`src/hdl/sdmg_pkg.sv`:
```
// Shared types and constants for the step/dir move generator.
// No dependencies; used by sdmg_step and step_dir_move_generator.
package sdmg_pkg;

	// Position width of the motion controller; positions wider than 32 bits
	// still arrive on 32-bit ports, so only the low bits up to 32 count.
	localparam int POS_WIDTH = 32;
	localparam int POS_EFF   = (POS_WIDTH < 32) ? POS_WIDTH : 32;

	localparam int CFG_IDX_W = 1;

	// Command codes carried in the kind field
	typedef enum logic [2:0] {
		KIND_TICK   = 3'd0,
		KIND_MOVE   = 3'd1,
		KIND_STOP   = 3'd2,
		KIND_LIMIT  = 3'd3,
		KIND_ENABLE = 3'd4,
		KIND_CLEAR  = 3'd5
	} kind_t;

	// Configuration register indexes
	typedef enum logic [CFG_IDX_W-1:0] {
		CFG_STEP_PERIOD  = 1'd0,
		CFG_LIMITS_ARMED = 1'd1
	} cfg_idx_t;

	typedef struct packed {
		logic [2:0]         kind;
		logic [31:0]        elapsed_us;
		logic signed [31:0] move_target;
		logic signed [31:0] present_position;
		logic               enable_value;
	} item_t;

	typedef struct packed {
		logic [31:0] time_acc;
		logic [31:0] step_count;
		logic        direction;
		logic        busy;
		logic        enabled;
		logic        limit_latched;
	} state_t;

	typedef struct packed {
		logic        moving;
		logic        step_strobe;
		logic        dir_out;
		logic        done_res;
		logic        limit_event;
		logic        limit_flag;
		logic [31:0] steps_left;
	} result_t;

endpackage

```
`src/hdl/sdmg_step.sv`:
```
// Next-state and result logic for one command beat of the move generator.
// Depends on sdmg_pkg for the beat, state and result structs.
module sdmg_step (
	input  sdmg_pkg::item_t   item,
	input  sdmg_pkg::state_t  cur,
	input  logic [31:0]       step_period_us,
	input  logic              limits_armed,
	output sdmg_pkg::state_t  nxt,
	output sdmg_pkg::result_t res
);
	import sdmg_pkg::*;

	logic [32:0]         acc_sum;
	logic [31:0]         acc_sat;
	logic                period_hit;
	logic signed [32:0]  tgt_x;
	logic signed [32:0]  pos_x;
	logic signed [32:0]  diff;
	logic [32:0]         mag;
	logic [31:0]         mag_sat;
	logic [31:0]         cnt_dec;
	logic                pulse;
	logic                done;
	logic                lim_ev;

	// Saturating accumulator add and period compare
	assign acc_sum    = {1'b0, cur.time_acc} + {1'b0, item.elapsed_us};
	assign acc_sat    = acc_sum[32] ? 32'hFFFF_FFFF : acc_sum[31:0];
	assign period_hit = (acc_sat >= step_period_us);
	assign cnt_dec    = cur.step_count - 32'd1;

	// Exact move distance in 33 bits, magnitude saturated to 32 bits
	assign tgt_x   = 33'(signed'(item.move_target[POS_EFF-1:0]));
	assign pos_x   = 33'(signed'(item.present_position[POS_EFF-1:0]));
	assign diff    = tgt_x - pos_x;
	assign mag     = diff[32] ? (33'd0 - diff) : diff;
	assign mag_sat = mag[32] ? 32'hFFFF_FFFF : mag[31:0];

	// Apply the command to the state
	always_comb begin
		nxt    = cur;
		pulse  = 1'b0;
		done   = 1'b0;
		lim_ev = 1'b0;
		case (item.kind)
			KIND_TICK: begin
				if (cur.enabled && cur.busy) begin
					nxt.time_acc = acc_sat;
					if (period_hit) begin
						nxt.time_acc = acc_sat - step_period_us;
						if (cur.step_count != 32'd0) begin
							pulse          = 1'b1;
							nxt.step_count = cnt_dec;
						end
						if (cur.step_count == 32'd0 || cnt_dec == 32'd0) begin
							nxt.busy = 1'b0;
							done     = 1'b1;
						end
					end
				end
			end
			KIND_MOVE: begin
				nxt.direction     = ~diff[32];
				nxt.step_count    = mag_sat;
				nxt.busy          = 1'b1;
				nxt.limit_latched = 1'b0;
			end
			KIND_STOP: begin
				nxt.busy       = 1'b0;
				nxt.step_count = 32'd0;
			end
			KIND_LIMIT: begin
				if (limits_armed) begin
					nxt.limit_latched = 1'b1;
					nxt.busy          = 1'b0;
					lim_ev            = 1'b1;
				end
			end
			KIND_ENABLE: begin
				nxt.enabled = item.enable_value;
			end
			KIND_CLEAR: begin
				nxt.limit_latched = 1'b0;
			end
			default: begin
				nxt = cur;
			end
		endcase
	end

	// Report the state after the beat
	assign res.moving      = nxt.busy;
	assign res.step_strobe = pulse;
	assign res.dir_out     = nxt.direction;
	assign res.done_res    = done;
	assign res.limit_event = lim_ev;
	assign res.limit_flag  = nxt.limit_latched;
	assign res.steps_left  = nxt.step_count;

endmodule

```
`src/hdl/step_dir_move_generator.sv`:
```
// Top level of the step/dir move generator: input stage, state, result stage.
// Depends on sdmg_pkg and sdmg_step.
//
//  channel | handshake            | payload
//  --------+----------------------+------------------------------------------------
//  in      | in_valid / in_stall  | kind, elapsed_us, move_target/present_position,
//          |                      | enable_value
//  out     | out_valid/out_stall  | moving, step_strobe, dir_out, done_res, limit_*,
//          |                      | steps_left
//  cfg     | cfg_we               | cfg_index, cfg_data (step period, limits armed)
//
// One beat per clock while out_stall is low; a taken beat passes the input register and
// then the result register before its result is offered.
// The state update for a beat is one 33-bit add, compare and subtract.
// arst_n clears the state, both config registers and both valid flags.
// A stalled result holds the input register; in_stall rises only when both
// stages are full and out_stall is high.
module step_dir_move_generator (
	input  logic                         clk,
	input  logic                         arst_n,
	input  logic                         cfg_we,
	input  logic [sdmg_pkg::CFG_IDX_W-1:0] cfg_index,
	input  logic [31:0]                  cfg_data,
	input  logic                         in_valid,
	output logic                         in_stall,
	input  logic [2:0]                   kind,
	input  logic [31:0]                  elapsed_us,
	input  logic signed [31:0]           move_target,
	input  logic signed [31:0]           present_position,
	input  logic                         enable_value,
	output logic                         out_valid,
	input  logic                         out_stall,
	output logic                         moving,
	output logic                         step_strobe,
	output logic                         dir_out,
	output logic                         done_res,
	output logic                         limit_event,
	output logic                         limit_flag,
	output logic [31:0]                  steps_left
);
	import sdmg_pkg::*;

	logic [31:0] period_q;
	logic        armed_q;
	state_t      state_q;
	state_t      state_nxt;
	item_t       item_s1;
	logic        vld_s1;
	result_t     res_c;
	result_t     res_s2;
	logic        vld_s2;
	logic        adv;
	logic        take;

	// Config writes
	always_ff @(posedge clk or negedge arst_n) begin
		if (!arst_n) begin
			period_q <= '0;
			armed_q  <= 1'b0;
		end else if (cfg_we) begin
			case (cfg_index)
				CFG_STEP_PERIOD:  period_q <= cfg_data;
				CFG_LIMITS_ARMED: armed_q  <= cfg_data[0];
				default:          ;
			endcase
		end
	end

	// Handshake: advance the input stage when the result stage can take it
	assign adv      = vld_s1 && (!vld_s2 || !out_stall);
	assign in_stall = vld_s1 && !adv;
	assign take     = in_valid && !in_stall;

	// Input register
	always_ff @(posedge clk or negedge arst_n) begin
		if (!arst_n) begin
			vld_s1 <= 1'b0;
		end else if (take) begin
			vld_s1 <= 1'b1;
		end else if (adv) begin
			vld_s1 <= 1'b0;
		end
	end

	always_ff @(posedge clk) begin
		if (take) begin
			item_s1 <= '{kind: kind, elapsed_us: elapsed_us,
				move_target: move_target,
				present_position: present_position,
				enable_value: enable_value};
		end
	end

	sdmg_step u_step (
		.item           (item_s1),
		.cur            (state_q),
		.step_period_us (period_q),
		.limits_armed   (armed_q),
		.nxt            (state_nxt),
		.res            (res_c)
	);

	// Commit the state as the beat moves into the result stage
	always_ff @(posedge clk or negedge arst_n) begin
		if (!arst_n) begin
			state_q <= '0;
		end else if (adv) begin
			state_q <= state_nxt;
		end
	end

	// Result register
	always_ff @(posedge clk or negedge arst_n) begin
		if (!arst_n) begin
			vld_s2 <= 1'b0;
		end else if (adv) begin
			vld_s2 <= 1'b1;
		end else if (!out_stall) begin
			vld_s2 <= 1'b0;
		end
	end

	always_ff @(posedge clk) begin
		if (adv) begin
			res_s2 <= res_c;
		end
	end

	assign out_valid   = vld_s2;
	assign moving      = res_s2.moving;
	assign step_strobe = res_s2.step_strobe;
	assign dir_out     = res_s2.dir_out;
	assign done_res    = res_s2.done_res;
	assign limit_event = res_s2.limit_event;
	assign limit_flag  = res_s2.limit_flag;
	assign steps_left  = res_s2.steps_left;

	// State moves only with a beat
	a_state_hold: assert property (@(posedge clk) disable iff (!arst_n)
		!adv |=> $stable(state_q))
		else $error("state changed without a beat");

	// A completed move leaves the block idle
	a_done_idle: assert property (@(posedge clk) disable iff (!arst_n)
		(adv && res_c.done_res) |=> !state_q.busy)
		else $error("done without clearing busy");

	// A step pulse needs an enabled, busy tick
	a_pulse_tick: assert property (@(posedge clk) disable iff (!arst_n)
		(adv && res_c.step_strobe) |->
		(item_s1.kind == KIND_TICK && state_q.enabled && state_q.busy))
		else $error("step pulse outside an active tick");

	// A taken limit event stops motion and sets the flag
	a_limit_stop: assert property (@(posedge clk) disable iff (!arst_n)
		(adv && res_c.limit_event) |=> (state_q.limit_latched && !state_q.busy))
		else $error("limit event did not stop motion");

	// A full input stage is never dropped while results are stalled
	a_no_drop: assert property (@(posedge clk) disable iff (!arst_n)
		(vld_s1 && vld_s2 && out_stall) |=> vld_s1)
		else $error("input stage lost a beat");

endmodule
```
`config.mk`:
```
export PLATFORM = sky130hd
export DESIGN_NAME = step_dir_move_generator
export DESIGN_NICKNAME = d
export VERILOG_FILES = /design/src/hdl/sdmg_pkg.sv /design/src/hdl/sdmg_step.sv /design/src/hdl/step_dir_move_generator.sv
export SDC_FILE = /design/constraint.sdc
export NUM_CORES = 1
export LEC_CHECK = 0
export CORE_MARGIN = 4
export CORE_UTILIZATION = 50
export CTS_CLUSTER_DIAMETER = 200
export DETAILED_ROUTE_END_ITERATION = 7
export DONT_BUFFER_PORTS = 1
export PLACE_DENSITY = 0.65
export SLEW_MARGIN = 5
export SYNTH_ARGS = -nofsm -noshare
export SYNTH_HDL_FRONTEND = slang
export SYNTH_SLANG_ARGS = --single-unit
```
`constraint.sdc`:
```
create_clock -name clk -period 18.5 [get_ports clk]
set_clock_uncertainty 0.1 [all_clocks]
set_input_delay 0 -clock clk [delete_from_list [all_inputs] [get_ports clk]]
set_output_delay 0 -clock clk [all_outputs]
set_load 0.02 [all_outputs]
```
# [Word level (Yosys, flattened, before mapping)]
# Index checks and enable logic that the tools add are counted.
[op_classes] addsub=5 n_mux=22 reduce_logical=21 n_eq_ne=6 bitwise_logic=2 order_cmp=1
[ops] operator="$mux W32" n=4
[ops] operator="$pmux W32 S3" n=1
[ops] operator="$logic_not A32 Y1" n=2
[ops] operator="$mux W64" n=1
[ops] operator="$add A32 B32 Y33" n=1
[ops] operator="$mux W33" n=1
[ops] operator="$sub A1 B33 Y33 const A" n=1
[ops] operator="$sub A32 B32 Y33" n=1
[ops] operator="$ge A32 B32 Y1" n=1
[ops] operator="$reduce_bool A32 Y1" n=1
[ops] operator="$sub A32 B1 Y32 const B" n=1
[ops] operator="$sub A32 B32 Y32" n=1
[ops] operator="$mux W1" n=13
[ops] operator="$eq A3 B2 Y1 const B" n=2
[ops] operator="$eq A3 B3 Y1 const B" n=2
[ops] operator="$reduce_and A2 Y1" n=3
[ops] operator="$reduce_and A3 Y1" n=2
[ops] operator="$logic_and A1 B1 Y1" n=4
[ops] operator="$logic_not A1 Y1" n=4
[ops] operator="$pmux W1 S4" n=1
[ops] operator="$eq A3 B1 Y1 const B" n=1
[ops] operator="$logic_not A3 Y1" n=1
[ops] operator="$logic_or A1 B1 Y1" n=2
[ops] operator="$ne A2 B1 Y1 const B" n=1
[ops] operator="other kinds (4)" n=5
[totals] reg_bits=241 in_bits=138 wordCells=79 output_inout_bits=40

# [Logic depth before layout (Yosys ltp)]
[depth] depth_word=8 depth_mapped=26

# [Hierarchy]
# Synthesis repeated with hierarchy kept, for this count alone.
[unflattened] cells_unflattened=1788 area_unflattened_um2=16908.7
[by_module_without_submodules] mod="sdmg_step" cells_per_inst=1427 area_per_inst_um2=8906.0 instances=1
[by_module_without_submodules] mod="step_dir_move_generator" cells_per_inst=361 area_per_inst_um2=8002.7 instances=1

# [Least setup slack after synthesis]
# Ideal clock, no wire load.
[synth_path] kind="register to register" from="register state_q[36] (netlist name)" to="register res_s2 (netlist bit steps_left[25]), data pin" synth_period_minus_slack_ps=6094 path_buffers=2 arrival_ps=5718 setup_slack_ps=12406 setup_ps=276 stages_incl_launch_ff=25 path_cell_list="dfrtp_1 -> ha_1 -> fa_1 -> a211oi_1 -> o21a_1 -> o21ai_0 -> a22oi_1 -> o21ai_0 -> a41oi_1 -> a31o_2 -> clkbuf_1 -> nand2_1 -> ha_1 -> nand3_1 -> or3_1 -> or2_2 -> a31o_2 -> o211ai_1 -> or3b_1 -> buf_4 -> a21oi_1 -> o21ai_0 -> a21oi_1 -> and2_1 -> a22oi_1"
[synth_lines] element="start, declared" line_no="step_dir_move_generator.sv:45" rtl="state_t state_q;"
[synth_lines] element="start signal, assigned" line_no="step_dir_move_generator.sv:108" rtl="state_q <= state_nxt;"
[synth_lines] element="end signal, assigned" line_no="step_dir_move_generator.sv:125" rtl="res_s2 <= res_c;"
[synth_lines] element="end, declared" line_no="step_dir_move_generator.sv:50" rtl="result_t res_s2;"

==> reports/results.ini <==
[grt]
grt.overflow.total = 0
grt_max_degree = 99
grt_util_all_layers = 0.272
grt_first_pass_wirelength_um = 79600
first_global_vias = 14800
antenna_found_initial = 2

[worst_setup_path]
max_stage_delay_ns = 0.67
timing.rr.end = steps_left[24]
crit_type = register to register
reg2reg_depth = 25
crit_top_cell = o21ai_0
worst-path-buf-inv = 3
path_max_fanout = 46
worstSetupStartpointType = register
worst_ep_arrival_time_ns = 8.84
critPathSlowestCell = a31o_2
crit_family = compound AO/OA/AOI/OAI gates
end_kind = register
rrSetupSlack_ns = 9.97
r2r-start = state_q[36]
cp_data_required_time_ns = 18.81

[layout]
drive_gt1_frac = 0.0530
syn2layout_area_growth_pct = 25.9
nets = 2313
fin_area_um2 = 20800
antenna_cells = 0
utilization = 0.638

[synthesis]
syn_area_um2 = 16500
ys_seq_elements = 241
avgSynthCellArea_um2 = 9.08
synth_warnings = 0
ys_types = 91
synth_seq_area_share = 0.407
syn_inst = 1818
ys.flop_type = edfxtp_1
async_flop_share = 0.427
syn_nets = 2058
synth_edf_count = 138

[sta]
finalCritPeriodShare = 0.461
fmax_mhz = 117
hold_slack_ns = 0.0232
slew_headroom = 0.219
fin_crit_ns = 8.53
worst_pin_slew_ns = 1.16
hold_viol = 0
fin_tns_setup_ns = 0
drv_slew = 0
rsz0062_at_grt = no
setup-violations-final = 0

[run_status]
status = finished clean

[clock_tree]
clkLatencyLatePin_ns = 0.57
clock_sinks = 241
ctsHoldBuffers = 296
root_buffer = clkbuf_16
clk_pin_slew_ns = 0.06
numCtsBuffers = 28
cts_max_level = 1
post_cts_buffers = 0
cts_tree = built
cts_buffer_depth = 3
cts_resized = 0

[drt]
wirelength_um = 49700
post-route-drc-count = 0
first_pass_iters = 7
ant_nets = 0
vias = 15000
avgViaCountPerCell = 5.92
drtIter0Drc = 1168
wl_per_cell_um = 19.6

[die]
fp-row-count = 66
die_y_um = 190
core_um2 = 32500
start_util = 0.507
die-area_um2 = 36000
die_w_um = 190
pin_count = 178

[power_and_ir_drop]
irDropWorstVdd_v = 0.000117
p_leak_nw = 8.48
powerDensity_nw_per_um2 = 133

[hold_path]
hold_path_class = primary input to register
hold_end = item_s1[65]
hold_start = elapsed_us[0]
holdPathStages = 1

[placed_design]
port_buffers = 0
dpl.hpwl_um = 32700
place.gp.congestion = 0.921
postPlaceCellArea_um2 = 16800

[run]
maxCapViolCount = 0

## worst max-delay path by stage
stage,to,slack [ns],from,cells after the start
floorplan,steps_left[25],12.41,state_q[36],24
global placement,steps_left[24],10.46,state_q[36],25
detailed placement,steps_left[24],10.15,state_q[36],25
CTS,steps_left[24],10.08,state_q[36],25
global route,steps_left[24],9.32,state_q[36],25
finish,steps_left[24],9.97,state_q[36],25
## cells in the final DEF, fill, tap and decap left out, types with 43 or more instances in the layout
cell type	count
a21oi_1	136
inv_1	100
dfrtp_1	103
a21o_1	50
xnor2_1	71
nor2_1	122
ha_1	99
nand2_1	192
nor3_1	43
edfxtp_1	138
nand3_1	48
dlygate4sd3_1	295
o21ai_0	174
## where the power goes
group / switching (mW) / internal (mW)
Clock: 0.238 / 0.349
Combinational: 0.825 / 0.592
Sequential: 0.0884 / 0.662
Total: 1.15 / 1.60
## cell families after synthesis
family                   Yosys count  share of synthesized area
flip-flops                       241                      0.407
AND/OR/NAND/NOR                  562                      0.166
AO/OA/AOI/OAI                    591                      0.227
multiplexers                      29                     0.0181
adder cells (fa/ha/maj)          102                     0.0787
XOR/XNOR                         109                     0.0583
buffers and inverters            184                     0.0444
## per-stage QoR
step | cells | setup slack (ns) | total power [mW]
floorplan | 1818 | 12.41 | 1.78
global placement | 2189 | 10.46 | 2.07
detailed placement | 2189 | 10.15 | 2.09
CTS | 2537 | 10.08 | 2.74
global route | 2537 | 9.32 | 2.95
finish | 2537 | 9.97 | 2.75
## cell usage after synthesis, drive strengths merged, types with 7 or more instances
master,count,area share
nand2,192,0.044
o21ai,187,0.057
edfxtp,138,0.25
a21oi,137,0.042
nor2,123,0.028
dfrtp,103,0.16
inv,101,0.023
ha,99,0.075
xnor2,72,0.039
clkbuf,66,0.015
a21o,50,0.023
nand3,48,0.015
nor3,46,0.015
xor2,37,0.020
a31oi,30,0.011
nor4,24,0.011
mux2i,22,0.013
o21a,21,0.0096
o211ai,20,0.0094
a211oi,18,0.0082
nand4,18,0.0081
buf,17,0.0064
and3,16,0.0061
nand2b,16,0.0061
or3,16,0.0061
and2,11,0.0042
o31ai,11,0.0050
or2,11,0.0042
nor2b,10,0.0038
a22oi,9,0.0041
o21bai,9,0.0041
a31o,8,0.0042
a41oi,8,0.0042
o221ai,8,0.0046
a21boi,7,0.0032
mux2,7,0.0048
o22ai,7,0.0027
o311ai,7,0.0037
## metal layers
| layer | global-route usage | wire length, um |
|---|---|---|
| met5 | 0 | 16 |
| met1 | 0.381 | 22300 |
| met3 | 0.0477 | 3260 |
| met2 | 0.436 | 22500 |
| met4 | 0.0790 | 1570 |
## area by class of cell
class	count	area [um^2]
fill	2666	11800
multi-input combinational	1393	9070
sequential	241	6720
timing repair buffer	308	3070
clock buffer	32	757
tap	442	553
inverter	101	379
clock inverter	20	216
## registers in the layout, summed over array words and instances, names as in the netlist, 32 cells and up
signal and cells:
period_q 32, item_s1 100, steps_left 32, state_q 68
No activity file was read; power rests on OpenSTA's default activity.
